<file path="src/rtl/core/tat_pkg.sv">
// ----------------------------------------------------------------------------
// tat_pkg
// Shared types and constants for the accelerometer tilt block.
// ----------------------------------------------------------------------------
package tat_pkg;

  localparam int CORDIC_STEPS = 16;
  localparam int IDX_W        = 4;
  localparam int XW           = 30;
  localparam int AW           = 25;
  localparam int DW_IN        = 17;
  localparam logic [15:0] INV_GAIN = 16'd39797;
  localparam logic signed [AW-1:0] ANG_90  = 25'sd5898240;
  localparam logic signed [AW-1:0] ANG_GRD = 25'sd128;

  localparam logic [1:0] REG_BIAS_X = 2'd0;
  localparam logic [1:0] REG_BIAS_Y = 2'd1;
  localparam logic [1:0] REG_BIAS_Z = 2'd2;

  typedef enum logic [2:0] {
    ST_IDLE,
    ST_CSTART,
    ST_RUN,
    ST_POST,
    ST_WRD,
    ST_SUM,
    ST_DSTART,
    ST_DIV
  } state_t;

  typedef struct packed {
    logic             load;
    logic             cord_load;
    logic             cord_step;
    logic [IDX_W-1:0] idx;
    logic [1:0]       pass;
    logic             mul;
    logic             fin;
    logic             win_rd;
    logic             win_upd;
    logic             div_start;
    logic             div_step;
  } cmd_t;

  typedef struct packed {
    logic div_done;
  } status_t;

  function automatic logic signed [AW-1:0] atan_deg(input logic [IDX_W-1:0] i);
    logic signed [AW-1:0] v;
    case (i)
      4'd0:    v = 25'sd2949120;
      4'd1:    v = 25'sd1740967;
      4'd2:    v = 25'sd919879;
      4'd3:    v = 25'sd466945;
      4'd4:    v = 25'sd234379;
      4'd5:    v = 25'sd117304;
      4'd6:    v = 25'sd58666;
      4'd7:    v = 25'sd29335;
      4'd8:    v = 25'sd14668;
      4'd9:    v = 25'sd7334;
      4'd10:   v = 25'sd3667;
      4'd11:   v = 25'sd1833;
      4'd12:   v = 25'sd917;
      4'd13:   v = 25'sd458;
      4'd14:   v = 25'sd229;
      default: v = 25'sd115;
    endcase
    return v;
  endfunction

endpackage

</file>
<file path="src/rtl/core/tat_cordic.sv">
// ----------------------------------------------------------------------------
// tat_cordic
// Shared CORDIC vectoring unit, one micro-rotation per cycle while step is high.
// ----------------------------------------------------------------------------
module tat_cordic (
  input  logic                             clk,
  input  logic                             load,
  input  logic                             step,
  input  logic [tat_pkg::IDX_W-1:0]        idx,
  input  logic signed [tat_pkg::XW-1:0]    x0,
  input  logic signed [tat_pkg::XW-1:0]    y0,
  output logic signed [tat_pkg::XW-1:0]    x_out,
  output logic signed [tat_pkg::AW-1:0]    ang_out
);

  logic signed [tat_pkg::XW-1:0] x_r, y_r, x_nxt, y_nxt, xs, ys;
  logic signed [tat_pkg::AW-1:0] a_r, a_nxt;

  always_comb begin
    xs = x_r >>> idx;
    ys = y_r >>> idx;
    if (y_r > 0) begin
      x_nxt = x_r + ys;
      y_nxt = y_r - xs;
      a_nxt = a_r + tat_pkg::atan_deg(idx);
    end else begin
      x_nxt = x_r - ys;
      y_nxt = y_r + xs;
      a_nxt = a_r - tat_pkg::atan_deg(idx);
    end
  end

  always_ff @(posedge clk) begin
    if (load) begin
      x_r <= x0;
      y_r <= y0;
      a_r <= '0;
    end else if (step) begin
      x_r <= x_nxt;
      y_r <= y_nxt;
      a_r <= a_nxt;
    end
  end

  assign x_out   = x_r;
  assign ang_out = a_r;

endmodule

</file>
<file path="src/rtl/core/tat_dp.sv">
// ----------------------------------------------------------------------------
// tat_dp
// Datapath: bias, CORDIC passes, gain removal, angle finish, window and divide.
// ----------------------------------------------------------------------------
module tat_dp #(
  parameter int AVG_WINDOW = 8
) (
  input  logic                 clk,
  input  logic                 rst_n,
  input  tat_pkg::cmd_t        cmd,
  output tat_pkg::status_t     status,
  input  logic                 cfg_wr_en,
  input  logic [1:0]           cfg_index,
  input  logic [15:0]          cfg_data,
  input  logic signed [15:0]   in_accel_x,
  input  logic signed [15:0]   in_accel_y,
  input  logic signed [15:0]   in_accel_z,
  output logic [6:0]           out_roll_now,
  output logic [8:0]           out_pitch_now,
  output logic [6:0]           out_roll_avg,
  output logic [8:0]           out_pitch_avg
);

  localparam int SW  = $clog2(270 * AVG_WINDOW + 1);
  localparam int DW  = SW + 1;
  localparam int NW  = $clog2(AVG_WINDOW + 1);
  localparam int SLW = (AVG_WINDOW > 1) ? $clog2(AVG_WINDOW) : 1;
  localparam int CW  = $clog2(DW);
  localparam int XW  = tat_pkg::XW;
  localparam int AW  = tat_pkg::AW;

  logic signed [15:0] bias_x_r, bias_y_r, bias_z_r;
  logic signed [16:0] dx_r, dy_r, dz_r;
  logic signed [XW-1:0] adx_s, ady_s, dz_s, ndx_s, x0, y0, cx, m_r;
  logic signed [AW-1:0] ang;
  logic [43:0] prod;
  logic [6:0] roll_r;
  logic [8:0] pitch_r;
  logic signed [AW-1:0] t128;
  logic signed [AW:0] pth, pv;
  logic [6:0] roll_v;

  logic [6:0] rwin [AVG_WINDOW];
  logic [8:0] pwin [AVG_WINDOW];
  logic [6:0] rold_r;
  logic [8:0] pold_r;
  logic [SW-1:0] rsum_r, psum_r;
  logic [SLW-1:0] slot_r;
  logic [NW-1:0] fill_r, n_r;
  logic full;

  logic [DW-1:0] rq_r, pq_r;
  logic [NW:0] rrem_r, prem_r, rsh, psh;
  logic [CW-1:0] dcnt_r;

  always_ff @(posedge clk) begin
    if (!rst_n) begin
      bias_x_r <= '0;
      bias_y_r <= '0;
      bias_z_r <= '0;
    end else if (cfg_wr_en) begin
      case (cfg_index)
        tat_pkg::REG_BIAS_X: bias_x_r <= cfg_data;
        tat_pkg::REG_BIAS_Y: bias_y_r <= cfg_data;
        tat_pkg::REG_BIAS_Z: bias_z_r <= cfg_data;
        default: ;
      endcase
    end
  end

  always_ff @(posedge clk) begin
    if (cmd.load) begin
      dx_r <= 17'(in_accel_x) - 17'(bias_x_r);
      dy_r <= 17'(in_accel_y) - 17'(bias_y_r);
      dz_r <= 17'(in_accel_z) - 17'(bias_z_r);
    end
  end

  always_comb begin
    adx_s = XW'(dx_r < 0 ? -dx_r : dx_r) <<< 8;
    ady_s = XW'(dy_r < 0 ? -dy_r : dy_r) <<< 8;
    dz_s  = XW'(dz_r) <<< 8;
    ndx_s = (-XW'(dx_r)) <<< 8;
    case (cmd.pass)
      2'd0:    begin x0 = adx_s; y0 = dz_s;  end
      2'd1:    begin x0 = m_r;   y0 = ady_s; end
      2'd2:    begin x0 = ady_s; y0 = dz_s;  end
      default: begin x0 = m_r;   y0 = ndx_s; end
    endcase
  end

  tat_cordic u_cordic (
    .clk     (clk),
    .load    (cmd.cord_load),
    .step    (cmd.cord_step),
    .idx     (cmd.idx),
    .x0      (x0),
    .y0      (y0),
    .x_out   (cx),
    .ang_out (ang)
  );

  assign prod = 44'(cx[27:0]) * 44'(tat_pkg::INV_GAIN);

  always_ff @(posedge clk) begin
    if (cmd.mul) m_r <= XW'(prod[43:16]);
  end

  always_comb begin
    t128 = ang + tat_pkg::ANG_GRD;
    if (dy_r == 0)                 roll_v = 7'd0;
    else if (m_r == 0)             roll_v = 7'd90;
    else if (ang < 0)              roll_v = 7'd0;
    else if (ang > tat_pkg::ANG_90) roll_v = 7'd90;
    else                           roll_v = t128[22:16];
    if (dx_r == 0)                 pth = '0;
    else if (m_r == 0)             pth = (dx_r > 0) ? -(AW+1)'(tat_pkg::ANG_90)
                                                    : (AW+1)'(tat_pkg::ANG_90);
    else if (ang < -tat_pkg::ANG_90) pth = -(AW+1)'(tat_pkg::ANG_90);
    else if (ang > tat_pkg::ANG_90)  pth = (AW+1)'(tat_pkg::ANG_90);
    else                           pth = (AW+1)'(ang);
    pv = 26'sd11796480 - pth + 26'sd128;
  end

  always_ff @(posedge clk) begin
    if (cmd.fin) begin
      if (cmd.pass == 2'd1) roll_r  <= roll_v;
      else                  pitch_r <= pv[24:16];
    end
  end

  assign full = (fill_r == NW'(AVG_WINDOW));

  always_ff @(posedge clk) begin
    if (cmd.win_rd) begin
      rold_r <= rwin[slot_r];
      pold_r <= pwin[slot_r];
    end
    if (cmd.win_upd) begin
      rwin[slot_r] <= roll_r;
      pwin[slot_r] <= pitch_r;
    end
  end

  always_ff @(posedge clk) begin
    if (!rst_n) begin
      rsum_r <= '0;
      psum_r <= '0;
      slot_r <= '0;
      fill_r <= '0;
    end else if (cmd.win_upd) begin
      rsum_r <= rsum_r - (full ? SW'(rold_r) : '0) + SW'(roll_r);
      psum_r <= psum_r - (full ? SW'(pold_r) : '0) + SW'(pitch_r);
      slot_r <= (slot_r == SLW'(AVG_WINDOW - 1)) ? '0 : slot_r + 1'b1;
      if (!full) fill_r <= fill_r + 1'b1;
    end
  end

  always_ff @(posedge clk) begin
    if (cmd.win_upd) n_r <= full ? fill_r : fill_r + 1'b1;
  end

  assign rsh = {rrem_r[NW-1:0], rq_r[DW-1]};
  assign psh = {prem_r[NW-1:0], pq_r[DW-1]};

  always_ff @(posedge clk) begin
    if (cmd.div_start) begin
      rq_r   <= DW'(rsum_r) + DW'(n_r >> 1);
      pq_r   <= DW'(psum_r) + DW'(n_r >> 1);
      rrem_r <= '0;
      prem_r <= '0;
      dcnt_r <= '0;
    end else if (cmd.div_step) begin
      if (rsh >= {1'b0, n_r}) begin
        rrem_r <= rsh - {1'b0, n_r};
        rq_r   <= {rq_r[DW-2:0], 1'b1};
      end else begin
        rrem_r <= rsh;
        rq_r   <= {rq_r[DW-2:0], 1'b0};
      end
      if (psh >= {1'b0, n_r}) begin
        prem_r <= psh - {1'b0, n_r};
        pq_r   <= {pq_r[DW-2:0], 1'b1};
      end else begin
        prem_r <= psh;
        pq_r   <= {pq_r[DW-2:0], 1'b0};
      end
      dcnt_r <= dcnt_r + 1'b1;
    end
  end

  assign status.div_done = (dcnt_r == CW'(DW - 1));

  assign out_roll_now  = roll_r;
  assign out_pitch_now = pitch_r;
  assign out_roll_avg  = rq_r[6:0];
  assign out_pitch_avg = pq_r[8:0];

endmodule

</file>
<file path="src/rtl/core/tat_ctrl.sv">
// ----------------------------------------------------------------------------
// tat_ctrl
// Sequencer: four CORDIC passes, window update, divide, result handshake.
// ----------------------------------------------------------------------------
module tat_ctrl (
  input  logic               clk,
  input  logic               rst_n,
  input  logic               in_valid,
  output logic               in_ready,
  output logic               out_valid,
  input  logic               out_ready,
  input  tat_pkg::status_t   status,
  output tat_pkg::cmd_t      cmd
);

  tat_pkg::state_t state_r, state_nxt;
  logic [1:0] pass_r, pass_nxt;
  logic [tat_pkg::IDX_W-1:0] iter_r, iter_nxt;
  logic out_valid_r, out_valid_nxt;

  always_comb begin
    state_nxt     = state_r;
    pass_nxt      = pass_r;
    iter_nxt      = iter_r;
    out_valid_nxt = out_valid_r;
    case (state_r)
      tat_pkg::ST_IDLE: begin
        if (out_valid_r && out_ready) out_valid_nxt = 1'b0;
        if (in_valid && !out_valid_r) begin
          state_nxt = tat_pkg::ST_CSTART;
          pass_nxt  = 2'd0;
        end
      end
      tat_pkg::ST_CSTART: begin
        state_nxt = tat_pkg::ST_RUN;
        iter_nxt  = '0;
      end
      tat_pkg::ST_RUN: begin
        iter_nxt = iter_r + 1'b1;
        if (iter_r == tat_pkg::IDX_W'(tat_pkg::CORDIC_STEPS - 1)) begin
          state_nxt = tat_pkg::ST_POST;
          iter_nxt  = '0;
        end
      end
      tat_pkg::ST_POST: begin
        if (pass_r == 2'd3) begin
          state_nxt = tat_pkg::ST_WRD;
        end else begin
          state_nxt = tat_pkg::ST_CSTART;
          pass_nxt  = pass_r + 1'b1;
        end
      end
      tat_pkg::ST_WRD:    state_nxt = tat_pkg::ST_SUM;
      tat_pkg::ST_SUM:    state_nxt = tat_pkg::ST_DSTART;
      tat_pkg::ST_DSTART: state_nxt = tat_pkg::ST_DIV;
      tat_pkg::ST_DIV: begin
        if (status.div_done) begin
          state_nxt     = tat_pkg::ST_IDLE;
          out_valid_nxt = 1'b1;
        end
      end
      default: state_nxt = tat_pkg::ST_IDLE;
    endcase
  end

  always_comb begin
    cmd           = '0;
    cmd.pass      = pass_r;
    cmd.idx       = iter_r;
    in_ready      = 1'b0;
    case (state_r)
      tat_pkg::ST_IDLE: begin
        in_ready = !out_valid_r;
        cmd.load = in_valid && !out_valid_r;
      end
      tat_pkg::ST_CSTART: cmd.cord_load = 1'b1;
      tat_pkg::ST_RUN:    cmd.cord_step = 1'b1;
      tat_pkg::ST_POST: begin
        cmd.mul = !pass_r[0];
        cmd.fin = pass_r[0];
      end
      tat_pkg::ST_WRD:    cmd.win_rd    = 1'b1;
      tat_pkg::ST_SUM:    cmd.win_upd   = 1'b1;
      tat_pkg::ST_DSTART: cmd.div_start = 1'b1;
      tat_pkg::ST_DIV:    cmd.div_step  = 1'b1;
      default: ;
    endcase
  end

  assign out_valid = out_valid_r;

  always_ff @(posedge clk) begin
    if (!rst_n) begin
      state_r     <= tat_pkg::ST_IDLE;
      pass_r      <= '0;
      iter_r      <= '0;
      out_valid_r <= 1'b0;
    end else begin
      state_r     <= state_nxt;
      pass_r      <= pass_nxt;
      iter_r      <= iter_nxt;
      out_valid_r <= out_valid_nxt;
    end
  end

`ifndef SYNTHESIS
  a_no_overlap: assert property (@(posedge clk) disable iff (!rst_n)
    !(in_ready && out_valid)) else $error("input taken while word pending");
  a_accept_start: assert property (@(posedge clk) disable iff (!rst_n)
    (in_valid && in_ready) |=> (state_r == tat_pkg::ST_CSTART && pass_r == 2'd0))
    else $error("accept did not start first pass");
  a_iter_idle: assert property (@(posedge clk) disable iff (!rst_n)
    (state_r != tat_pkg::ST_RUN) |-> (iter_r == '0))
    else $error("iteration count not cleared");
  a_busy_no_valid: assert property (@(posedge clk) disable iff (!rst_n)
    (state_r != tat_pkg::ST_IDLE) |-> !out_valid)
    else $error("result shown while busy");
`endif

endmodule

</file>
<file path="src/rtl/core/accel_tilt_angles_averaged_top.sv">
// ----------------------------------------------------------------------------
// accel_tilt_angles_averaged_top
// Roll and pitch from a biased 3-axis sample, with moving averages.
//
//   channel | ports                               | handshake
//   input   | in_accel_x/y/z                      | in_valid / in_ready
//   result  | out_roll_now/pitch_now/_avg         | out_valid / out_ready
//   config  | cfg_index, cfg_data                 | cfg_wr_en, no wait
//
// After acceptance a word runs four passes through the shared CORDIC unit,
// which takes one micro-rotation per cycle, then the window read, window
// update and divide before out_valid.
// Reset is synchronous, active low; the window needs no clearing pass.
// A new word is taken only after the previous result has been taken.
// ----------------------------------------------------------------------------
module accel_tilt_angles_averaged_top #(
  parameter int AVG_WINDOW = 8
) (
  input  logic               clk,
  input  logic               rst_n,
  input  logic               cfg_wr_en,
  input  logic [1:0]         cfg_index,
  input  logic [15:0]        cfg_data,
  input  logic               in_valid,
  output logic               in_ready,
  input  logic signed [15:0] in_accel_x,
  input  logic signed [15:0] in_accel_y,
  input  logic signed [15:0] in_accel_z,
  output logic               out_valid,
  input  logic               out_ready,
  output logic [6:0]         out_roll_now,
  output logic [8:0]         out_pitch_now,
  output logic [6:0]         out_roll_avg,
  output logic [8:0]         out_pitch_avg
);

  tat_pkg::cmd_t    cmd;
  tat_pkg::status_t status;

  tat_dp #(.AVG_WINDOW(AVG_WINDOW)) u_dp (
    .clk           (clk),
    .rst_n         (rst_n),
    .cmd           (cmd),
    .status        (status),
    .cfg_wr_en     (cfg_wr_en),
    .cfg_index     (cfg_index),
    .cfg_data      (cfg_data),
    .in_accel_x    (in_accel_x),
    .in_accel_y    (in_accel_y),
    .in_accel_z    (in_accel_z),
    .out_roll_now  (out_roll_now),
    .out_pitch_now (out_pitch_now),
    .out_roll_avg  (out_roll_avg),
    .out_pitch_avg (out_pitch_avg)
  );

  tat_ctrl u_ctrl (
    .clk       (clk),
    .rst_n     (rst_n),
    .in_valid  (in_valid),
    .in_ready  (in_ready),
    .out_valid (out_valid),
    .out_ready (out_ready),
    .status    (status),
    .cmd       (cmd)
  );

endmodule
</file>
<file path="config.mk">
export PLATFORM = sky130hd
export DESIGN_NAME = accel_tilt_angles_averaged_top
export DESIGN_NICKNAME = d
export VERILOG_FILES = /design/src/rtl/core/tat_pkg.sv /design/src/rtl/core/tat_cordic.sv /design/src/rtl/core/tat_dp.sv /design/src/rtl/core/tat_ctrl.sv /design/src/rtl/core/accel_tilt_angles_averaged_top.sv
export SDC_FILE = /design/constraint.sdc
export NUM_CORES = 2
export LEC_CHECK = 0
export BUFFER_PORTS_ARGS = -buffer_cell sky130_fd_sc_hd__buf_2
export CORE_MARGIN = 2
export CORE_UTILIZATION = 60
export CTS_CLUSTER_DIAMETER = 100
export DETAILED_ROUTE_END_ITERATION = 7
export GPL_TIMING_DRIVEN = 0
export PLACE_DENSITY = 0.73
export SYNTH_ARGS = -nofsm -noshare
export SYNTH_HDL_FRONTEND = slang
export SYNTH_SLANG_ARGS = --single-unit
</file>
<file path="constraint.sdc">
create_clock -name clk -period 10.7 [get_ports clk]
set_input_delay 3.21 -clock clk [delete_from_list [all_inputs] [get_ports clk]]
set_output_delay 3.21 -clock clk [all_outputs]
set_load 0.02 [all_outputs]
</file>
==> qor.csv <==
stage;metric;value;unit
run_status;status;finished with violations;
run_status;failing checks;max-capacitance violations, max-slew violations;
setup_path;critical path buffer and inverter count;4;
clock_tree;cts repair resizes;0;
global_route;met1 Track Usage GR;44.49;%
yosys;number of synthesized register bits;477;
floorplan;Row Count;95;
finish;area grow syn2layout;8.261;%
setup_path;WP data arrival;8.06;ns
yosys;ys async rst share;0;%
global_route;vias in the first global route;31320;
global_route;busiest grt layer;met2;
global_route;met3 GRT Util;7.041;%
sta;clock skew;0.03546;ns
sta;Worst-Margin Slew;1.503;ns
yosys;Netlist cell types;86;
floorplan;die area;0.06990;sq mm
finish;layout cells sized above 1;8.142;%
clock_tree;total CTS buffers;49;
global_route;first-pass GRT wire length;177200;um
drt;Routed Antenna Nets;0;
setup_path;crit end category;register;
placed_design;buffers added on ports;104;
clock_tree;Post-CTS Setup Bufs;0;
global_route;largest net degree at the start of global routing;62;
sta;Final Cycle Share;71.91;%
clock_tree;Max clock buf depth;3;
clock_tree;Root Buffer;clkbuf_16;
sta;Max Slew Vio Count;9;
yosys;Post-Syn Instances;4226;
sta;Max Fclk;0.1300;GHz
setup_path;CP Class;register to register;
job;max-capacitance violation count;1;
setup_path;crit start category;register;
clock_tree;clock transition at the registers of the reported paths;0.06;ns
clock_tree;clk_lat worst skew;0.62;ns
yosys;share of the synthesized area in the top cell type;24.29;%
setup_path;CP Max Fanout;14;
sta;Period minus WS final;7.694;ns
drt;DRC errors left;0;
yosys;syn avg cell area;9.626;sq um
yosys;number of synthesized flops with an enable pin;329;
finish;Nets;5065;
sta;Rel. slew slack;-0.3901;%
setup_path;Worst Path Required;11.07;ns
sta;Final Setup Violations;0;
drt;Routed Wire Length;113900;um
placed_design;Placer Congestion;0.9796;
setup_path;worst-path cell chain;inv_1, fa_1, fa_1, inv_1, fa_1, fa_1, fa_1, inv_1, fa_1, inv_1, ha_1, a211oi_1, o21bai_1, a211oi_1, o21ai_0, a211o_1, a221o_1, nor4b_1, or3_1, a31oi_1, xnor2_1;
sta;PnR worst setup slack;3.006;ns
yosys;largest cells by area after synthesis;edfxtp_1 (24%), ha_1 (12%), fa_1 (10%), dfxtp_1 (7.3%), inv_1 (4.6%);
global_route;total gr overflow;0;
drt;number of iterations in the first detailed-routing pass;6;
global_route;met2 GRT Util;51.87;%
sta;final hold violations;0;
sta;final setup TNS;0;ns
hold_path;worst hold path type;register to register;
placed_design;pre-CTS setup slack;3.138;ns
floorplan;die width;264.4;um
drt;vias per inst;6.091;
clock_tree;clk sinks;477;
yosys;register area share after synthesis;31.57;%
drt;iteration-0 DRC count of the detailed router;3074;
yosys;Synth Warn #;0;
yosys;Synth Net Count;4897;
setup_path;critical path's slowest cell;edfxtp_1;
drt;WL per Instance;21.46;um
clock_tree;CTS tree;done;
global_route;initial antenna violation count;3;
setup_path;cell mode on critical path;fa_1;
clock_tree;total number of H-tree levels;2;
yosys;Cell Area, Synth;0.04068;sq mm
finish;share of the core filled with cells;65.58;%
setup_path;Crit path max-delay family;adder cells;
yosys;area leader, netlist;edfxtp_1;
setup_path;CP max stage delay;0.93;ns
placed_design;HPWL reported at the end of detailed placement;87370;um
floorplan;Core Region;0.06716;sq mm
floorplan;I/O pins;105;
sta;RSZ-0062 raised after global routing;no;
global_route;GR Util All Layers;32.69;%
drt;via count;32340;
floorplan;Die H;264.4;um
yosys;Synth Flop Type;edfxtp_1;
clock_tree;hold-fix buffers at CTS;0;
floorplan;Initial Utilization;60.57;%
==> path summary, 6_finish.rpt <==
path	startpoint	cells after the start	slack, ns	to
setup / recovery	u_dp.u_cordic.x_out[11]	21	3.01	u_dp.m_r[27]
hold / removal	u_dp.prem_r[3]	1	0.46	u_dp.prem_r[3]
setup reg to reg	u_dp.u_cordic.x_out[11]	21	3.01	u_dp.m_r[27]
hold reg to reg	u_dp.prem_r[3]	1	0.46	u_dp.prem_r[3]
==> stage by stage <==
| step | cells | hold slack, ns | area (sq um) |
|---|---|---|---|
| floorplan | 4226 | 0.4273 | 40680 |
| global placement | 5203 | 0.4385 | 42290 |
| detailed placement | 5215 | 0.4501 | 42430 |
| CTS | 5306 | 0.4649 | 44020 |
| global route | 5308 | 0.4860 | 44040 |
| finish | 5309 | 0.4579 | 44040 |
==> metal layers <==
metal / part of all wire, % / up-vias
met3: 9.7 / 267
li1: - / 15170
met5: 0.011 / -
met2: 45 / 1441
met4: 3.9 / 2
met1: 42 / 15460
==> synth_stat cells (35+ instances only) <==
| master | number |
|---|---|
| o31ai_1 | 36 |
| mux2i_1 | 47 |
| ha_1 | 388 |
| a21oi_1 | 214 |
| nor2b_1 | 44 |
| and2_1 | 47 |
| mux4_2 | 60 |
| inv_1 | 501 |
| nor2_1 | 233 |
| a21boi_0 | 79 |
| nand2_1 | 410 |
| fa_1 | 212 |
| nand3_1 | 74 |
| edfxtp_1 | 329 |
| o21ai_0 | 222 |
| a21o_1 | 52 |
| and3_1 | 35 |
| xnor2_1 | 197 |
| dfxtp_1 | 148 |
| nand4_1 | 36 |
| a22oi_1 | 76 |
| clkbuf_1 | 117 |
| xor2_1 | 108 |
| nor3_1 | 68 |
| nand2b_1 | 39 |
==> sequential cells by signal, summed over array words and instances, names as in the netlist, 7 cells and up, named ones only <==
register	count
u_dp.bias_z_r	16
u_dp.pq_r	13
u_dp.out_pitch_now	9
u_dp.m_r	28
u_dp.u_cordic.y_r	30
u_dp.rold_r	7
u_dp.pold_r	9
u_dp.dy_r	17
u_dp.rq_r	13
u_dp.rsum_r	12
u_dp.psum_r	12
u_dp.pwin	72
u_dp.rwin	56
u_dp.dx_r	17
u_dp.u_cordic.x_out	30
u_dp.bias_y_r	16
u_dp.u_cordic.ang_out	25
u_dp.bias_x_r	16
u_dp.out_roll_now	7
u_dp.dz_r	17
==> cells in the final DEF (no fill, tap or decap), types with 79 or more instances in the layout <==
master,instances
clkbuf_1,123
ha_1,388
a21boi_0,79
fa_1,212
xor2_1,108
o21ai_0,222
a21oi_1,214
xnor2_1,197
nor2_1,233
nand2_1,410
buf_2,118
dfxtp_1,148
edfxtp_1,329
inv_1,500
==> final cells by class <==
type,instances,area [sq um]
Inverter,502,1887
Clock buffer,55,1249
Multi-Input combinational cell,3073,25190
Fill cell,5532,23120
Tap cell,873,1092
Sequential cell,477,12840
Antenna cell,2,5.005
Timing Repair Buffer,117,636.9
Clock inverter,36,342.8
Buffer,174,798.3
==> logic make-up after synthesis <==
| group | synth area share (%) |
|---|---|
| AOI/OAI and AO/OA | 14.55 |
| and+or+nand+nor | 13.17 |
| buffers and inverters | 6.594 |
| adders and majority gates | 22.37 |
| xor gates and xnor gates | 6.567 |
| DFF | 31.57 |
| muxes | 5.177 |
Power is left out: the tool's default activity adds up to more than one toggle a clock period on the data nets, which glitch-free logic cannot reach.
